==> src/rtl/rwvh_pkg.sv <==
// Shared types, codes and constants of the random walk visit histogram.
package rwvh_pkg;

  localparam int GRID_SIZE_DEF   = 1024;
  localparam int COUNT_WIDTH_DEF = 32;

  localparam int COORD_W     = 10;
  localparam int LIMIT_W     = 16;
  localparam int OUT_COUNT_W = 32;
  localparam int PIXEL_W     = 8;
  localparam int CFG_IDX_W   = 2;
  localparam int CFG_DATA_W  = 16;

  localparam logic [COORD_W-1:0] START_X_RST    = 10'd512;
  localparam logic [COORD_W-1:0] START_Y_RST    = 10'd0;
  localparam logic [LIMIT_W-1:0] STEP_LIMIT_RST = 16'd3000;

  // floor(n / 10) = (n * PIX_RECIP) >> PIX_SHIFT for n below PIX_SAT
  localparam int                 PIX_IN_W  = 12;
  localparam int                 PIX_PROD_W = 24;
  localparam int                 PIX_SHIFT = 15;
  localparam logic [PIX_IN_W-1:0] PIX_RECIP = 12'd3277;
  localparam logic [63:0]        PIX_SAT   = 64'd2560;
  localparam logic [PIXEL_W-1:0] PIX_MAX   = 8'd255;

  typedef enum logic [CFG_IDX_W-1:0] {
    REG_START_X    = 2'd0,
    REG_START_Y    = 2'd1,
    REG_STEP_LIMIT = 2'd2
  } cfg_reg_t;

  typedef enum logic {
    KIND_STEP = 1'b0,
    KIND_READ = 1'b1
  } kind_t;

  typedef enum logic [1:0] {
    DIR_NORTH = 2'd0,
    DIR_EAST  = 2'd1,
    DIR_SOUTH = 2'd2,
    DIR_WEST  = 2'd3
  } dir_t;

  typedef enum logic [2:0] {
    ST_CLEAR,
    ST_IDLE,
    ST_READ,
    ST_CALC,
    ST_PIX
  } state_t;

  typedef struct packed {
    logic clear;
    logic load;
    logic calc;
    logic pix;
  } cmd_t;

  typedef struct packed {
    logic clear_done;
  } stat_t;

endpackage

==> src/rtl/rwvh_ctrl.sv <==
// Controller state machine sequencing clear, read, update and output.
module rwvh_ctrl (
  input  logic           clk,
  input  logic           rst_n,
  input  logic           in_valid,
  output logic           in_ready,
  output logic           out_valid,
  input  logic           out_ready,
  input  rwvh_pkg::stat_t stat,
  output rwvh_pkg::cmd_t  cmd
);

  rwvh_pkg::state_t state_r, state_nxt;
  logic             out_valid_r, out_valid_nxt;

  always_ff @(posedge clk) begin
    if (!rst_n) begin
      state_r     <= rwvh_pkg::ST_CLEAR;
      out_valid_r <= 1'b0;
    end else begin
      state_r     <= state_nxt;
      out_valid_r <= out_valid_nxt;
    end
  end

  always_comb begin
    state_nxt     = state_r;
    out_valid_nxt = out_valid_r && !out_ready;
    cmd           = '0;
    in_ready      = 1'b0;
    unique case (state_r)
      rwvh_pkg::ST_CLEAR: begin
        cmd.clear = 1'b1;
        if (stat.clear_done) begin
          state_nxt = rwvh_pkg::ST_IDLE;
        end
      end
      rwvh_pkg::ST_IDLE: begin
        in_ready = 1'b1;
        if (in_valid) begin
          cmd.load  = 1'b1;
          state_nxt = rwvh_pkg::ST_READ;
        end
      end
      rwvh_pkg::ST_READ: begin
        state_nxt = rwvh_pkg::ST_CALC;
      end
      rwvh_pkg::ST_CALC: begin
        cmd.calc  = 1'b1;
        state_nxt = rwvh_pkg::ST_PIX;
      end
      rwvh_pkg::ST_PIX: begin
        if (!out_valid_r || out_ready) begin
          cmd.pix       = 1'b1;
          out_valid_nxt = 1'b1;
          state_nxt     = rwvh_pkg::ST_IDLE;
        end
      end
      default: begin
        state_nxt = rwvh_pkg::ST_CLEAR;
      end
    endcase
  end

  assign out_valid = out_valid_r;

endmodule

==> config.mk <==
export PLATFORM = sky130hd
export DESIGN_NAME = rwvh_ctrl
export DESIGN_NICKNAME = d
export VERILOG_FILES = /design/src/rtl/rwvh_pkg.sv /design/src/rtl/rwvh_ctrl.sv
export SDC_FILE = /design/constraint.sdc
export NUM_CORES = 1
export LEC_CHECK = 0
export BUFFER_PORTS_ARGS = -buffer_cell sky130_fd_sc_hd__buf_4
export CORE_AREA = 2 2 39 41
export DETAILED_ROUTE_END_ITERATION = 12
export DIE_AREA = 0 0 41 43
export PLACE_DENSITY = 0.41
export RECOVER_POWER = 100
export SLEW_MARGIN = 10
export SYNTH_ARGS = -nofsm -noshare
export SYNTH_HDL_FRONTEND = slang
export SYNTH_SLANG_ARGS = --single-unit
export TNS_END_PERCENT = 100
==> constraint.sdc <==
create_clock -name clk -period 1.55 [get_ports clk]
set_input_delay 0.31 -clock clk [delete_from_list [all_inputs] [get_ports clk]]
set_output_delay 0.31 -clock clk [all_outputs]
set_load 0.02 [all_outputs]
==> out/metrics.cfg, run 1 <==
[setup_path]
cp_slowest_cell=dfxtp_2
cp-start-kind=flip-flop
cp.required_ps=1240
worstSetupPathType=reg -> out
crit_path_max_fanout=7
cp.arrival_ps=1180
crit_buf_inv=1
cp_top_family=simple AND/OR/NAND/NOR gates
slowest_delay_ps=380
critPathCaptureType=output port
cp_cell_sequence=nor3b_4 > nor2b_4 > buf_4

[finish]
layout.nets=42
post-route-util_pct=24.8
syn2layout_area_growth_pct=58.4
multi_input_area_um2=139
fill_cells=163
finalNonFillerCells=51
diodes=0
regArea_um2=82.6
drive_above_1_share_pct=54.3

[power]
swShare_pct=25.6
combPwrFrac_pct=19.0
clkPwrFrac_pct=42.1
p_per_area_nw_per_um2=892
internal_power_mw=0.228
p_seq_share_pct=39.0
power.leakage_nw=0.142
ir_drop_mv=0.279
switchingPower_mw=0.0782

[place]
dp.final_hpwl_um=331
place_congestion=0.640
portBuffers=10
place_ws_ps=220
dp_cells=47

[clock_tree]
cts_max_path_buffers=2
cts_tree=done
cts-hold-fix-buffers=0
numCtsBuffers=3
clock-sinks=4
cts_root_buf=clkbuf_4
clkTransAtPathRegs_ps=40
clock_latency_ps=240
cts_max_level=1

[global_routing]
grt_util_all_layers_pct=6.73
grt_overflow=0
grt_pass1_wl_um=731
grt_max_degree=9
grt_pass1_vias=187
antenna_found_initial=0

[timing]
finClkSkew_ps=7.16
hold_viol=0
max_freq_mhz=673
maxSlewHeadroom_pct=77.4
post-route-period-util_pct=95.8
fin_ws_ps=64.5
fin_crit_ps=1490
report.final.slew_viol_count=0
setup_viol=0
max_slew.worst_pin.slew_ps=335

[drt]
vias=202
drt-total-wl_um=515
drt_iter0_markers=4
wl_met1_um=220
met2_length_um=234
top_layer=met3
ant_nets=0
via_per_inst=3.96
drc=0
drt_first_pass_iters=4
wire_per_inst_um=10.1
wl_met3_um=60

[logic_synthesis]
netlist_top_cells_area=dfxtp_1 (37%), nor3b_1 (6.9%), nor2b_4 (6.4%), nor2b_1 (5.8%), nor3b_2 (5.8%)
syn_area_per_cell_um2=9.84
ys_warn_count=0
synth_cell_types=16
synthesis.area_um2=216
ys_ff_latch=4
synth_top_cell_area_share_pct=37.0
yosys.area.top_type=dfxtp_1
ys_seq_area_share_pct=37.0
synthCells=22
synth_nets=27

[floorplanning]
core-area_um2=1380
die_width_um=41
rows=14
die_h_um=43
ioPinCount=11
start_util_pct=15.6
die_area_um2=1760

[run]
drv_cap=0

[hold_path]
holdCritPathClass=in -> reg

[run_status]
outcome=finished, final reports clean

-- metrics by stage --
stage | area (um2) | TNS (ps) | power, mW | hold slack, ps
after floorplan | 221 | 0 | 0.150 | 428
after global placement | 309 | 0 | 0.176 | 554
after detailed placement | 309 | 0 | 0.175 | 544
after CTS | 339 | 0 | 0.314 | 293
after global routing | 343 | -4.17 | 0.332 | 310
final | 343 | 0 | 0.306 | 311
-- layer usage --
| metal | up-vias | global-route usage [%] |
|---|---|---|
| li1 | 104 | - |
| met1 | 88 | 7.74 |
| met2 | 10 | 7.50 |
| met3 | 0 | 3.66 |
| met4 | 0 | 8.00 |
| met5 | - | 0 |
-- layout make-up --
type	count	share of cell area (%)
clock buffers	3	6.57
multi-input cells	17	40.5
flip-flops and latches	4	24.1
well taps	16	5.84
repair buffers	11	23.0
-- logic make-up after synthesis --
| group | after synthesis | synth area share, % |
|---|---|---|
| mux | 1 | 5.20 |
| simple gates | 13 | 44.5 |
| buf+inv | 1 | 3.47 |
| flops | 4 | 37.0 |
| compound gates | 3 | 9.83 |
-- worst paths after layout --
check                                from                      end  slack (ps)  cells past startpoint
hold reg to reg   state_r[2]$_SDFFE_PN0P_  state_r[1]$_SDFFE_PN0P_         500                      1
setup / recovery  state_r[2]$_SDFFE_PN0P_                   cmd[0]          60                      3
hold / removal                      rst_n     out_valid$_SDFF_PN0_         310                      2
setup reg to reg  state_r[1]$_SDFFE_PN0P_  state_r[1]$_SDFFE_PN0P_         430                      2
-- power by group through the flow --
stage / Clock (mW) / Sequential, mW / Combinational [mW]
global placement: 0 / 0.119 / 0.0573
global route: 0.147 / 0.121 / 0.0636
finish: 0.129 / 0.119 / 0.0580
CTS: 0.138 / 0.118 / 0.0576
floorplan: 0 / 0.117 / 0.0327
detailed placement: 0 / 0.118 / 0.0569
-- what timing repair did --
item                                    4_1_cts  5_1_grt
pin swaps                                     0        1
setup buffers                                 0        1
endpoints found under the setup margin        1        2
gates resized for setup                       2        1
hold endpoints to repair                      0        0
-- state kept, by name (all words and copies together), names as in the netlist --
name and count:
out_valid 1, state_r 3
-- layout by cell type, fill, tap and decap left out --
cell type / Yosys / final
clkbuf_4: 0 / 3
dfxtp_1: 4 / 2
nor2_1: 1 / 1
nor2b_4: 1 / 1
a21oi_1: 1 / 1
nor3b_1: 2 / 1
clkbuf_1: 0 / 1
nand2_1: 1 / 1
nor3b_4: 0 / 1
mux2_2: 1 / 1
and3b_1: 0 / 1
dfxtp_2: 0 / 2
nor3_1: 2 / 2
nor4b_1: 1 / 1
o31a_1: 1 / 1
o21a_1: 1 / 1
nor2b_1: 2 / 2
and2_1: 1 / 1
nor3b_2: 1 / 1
buf_4: 1 / 10
-- Yosys cell counts --
library cell / n
nor2b_4: 1
nor2_1: 1
nor3b_1: 2
and2_1: 1
nor3_1: 2
o21a_1: 1
nor2b_1: 2
nand2_1: 1
a21oi_1: 1
nor3b_2: 1
mux2_2: 1
buf_4: 1
nor4b_1: 1
o31a_1: 1
dfxtp_1: 4
and3b_2: 1
(Power assumes the default switching activity.)
==> run 2: changes to the inputs <==
- PLACE_DENSITY: 0.41 -> 0.42
- clock period: 1.55 -> 1.2 ns (I/O delays scaled with it)
==> out/metrics.cfg, run 2 (synthesis gave the netlist of run 1 again) <==
[floorplanning]
core-area_um2=1380
die_h_um=43
ioPinCount=11
die_area_um2=1760
start_util_pct=15.6
rows=14
die_width_um=41

[hold_path]
holdPathEnd=out_valid$_SDFF_PN0_
holdCritPathClass=in -> reg
holdPathStages=2
hp-start=rst_n

[place]
dp.final_hpwl_um=430
place_ws_ps=27.2
place_area_um2=350
portBuffers=10
place_congestion=0.588

[drt]
drc=0
drt-total-wl_um=504
drt_iter0_markers=8
via_per_inst=3.98
drt_first_pass_iters=4
ant_nets=0
vias=223
wire_per_inst_um=9.00

[setup_path]
cp-start-kind=flip-flop
r2r_end=state_r[0]$_SDFFE_PN0P_
worstSetupPathType=reg -> out
crit_path_max_fanout=4
reg2reg_depth=4
critPathCaptureType=output port
cp.required_ps=960
timing.rr.start=state_r[2]$_SDFFE_PN0P_
r2r_slack_ps=60
cp.arrival_ps=1090
cp-startpoint=state_r[2]$_SDFFE_PN0P_

[run_status]
violations=setup timing
outcome=finished, violations left

[power]
swShare_pct=24.8
combPwrFrac_pct=23.1
internal_power_mw=0.304
p_seq_share_pct=37.0
ir_drop_mv=0.332
clkPwrFrac_pct=40.0
power.leakage_nw=0.173
p_per_area_nw_per_um2=970
switchingPower_mw=0.100

[timing]
fin_crit_ps=1330
rsz0062_at_grt=yes
finClkSkew_ps=5.45
setup_viol=4
max_freq_mhz=755
fin_ws_ps=-125
hold_viol=0
maxSlewHeadroom_pct=81.7
post-route-period-util_pct=110
max_slew.worst_pin.slew_ps=271
report.final.slew_viol_count=0

[finish]
largest-register=state_r
final_common_cell=buf_4
post-route-util_pct=30.1
postLayoutCellArea_um2=417
syn2layout_area_growth_pct=92.5
largest_register_ffs=3
drive_above_1_share_pct=70.0
diodes=0
final_cell_mix=buf_4 (11), buf_6 (4), clkbuf_4 (3), dfxtp_4 (3)
fill_cells=143
layout.nets=47

[global_routing]
grt_overflow=0
grt_util_all_layers_pct=7.21
grt_pass1_wl_um=841
grt_pass1_vias=223
antenna_found_initial=0
grt_max_degree=8

[clock_tree]
cts_max_path_buffers=2
cts-hold-fix-buffers=0
clock_latency_ps=230
cts_max_level=1
clock-sinks=4
cts_root_buf=clkbuf_4
cts_tree=done
numCtsBuffers=3
clkTransAtPathRegs_ps=40

[run]
drv_cap=0

-- run 2: cell types whose count changed in the layout (fill, tap and decap cells not counted), sizes merged --
cell	previous run	this run
buf	10	15
-- run 2: what timing repair did --
action / 4_1_cts / 5_1_grt
cloned: 0 / 0
setup endpoints to repair: 5 / 5
buffers inserted: 2 / 0
pin swaps: 3 / 0
gates resized for setup: 10 / 1
-- run 2: worst max-delay path, stage by stage, from the launching register on --
cell     delay (ps)
dfxtp_4         370
nor3b_4         190
nor2b_4         180
buf_6           120
-- run 2: power by group through the flow --
stage | registers (mW) | clock network (mW) | logic (mW)
final | 0.149 | 0.162 | 0.0932
after global routing | 0.151 | 0.180 | 0.102
after CTS | 0.150 | 0.173 | 0.0947
after detailed placement | 0.152 | 0 | 0.0900
after global placement | 0.151 | 0 | 0.0893
after floorplan | 0.153 | 0 | 0.0473
-- run 2: worst max-delay path by stage --
stage,end
2_1_floorplan,cmd[2]
3_3_place_gp,cmd[0]
5_1_grt,cmd[0]
4_1_cts,cmd[0]
3_5_place_dp,cmd[0]
6_report,cmd[0]
-- run 2: metal layers --
layer	track usage, %	part of all wire [%]	vias to the layer above
li1	-	-	116
met1	7.99	40	97
met2	10.0	48	10
met3	3.14	12	0
met4	6.00	0	0
met5	0	0	-
-- run 2: area by class of cell --
cell class,count,area [um2],share of cell area [%]
multi-input combinational,17,151,36.3
timing repair buffer,16,131,31.5
sequential,4,91.3,21.9
clock buffer,3,22.5,5.41
tap,16,20.0,4.80
-- run 2: through the flow --
step / power [mW] / setup TNS [ps] / cells / hold WS [ps]
after CTS: 0.418 / -534 / 56 / 235
after detailed placement: 0.242 / 0 / 51 / 484
after global routing: 0.433 / -748 / 56 / 254
after global placement: 0.241 / -16.9 / 51 / 478
after floorplan: 0.200 / -8.23 / 22 / 358
final: 0.404 / -426 / 56 / 242
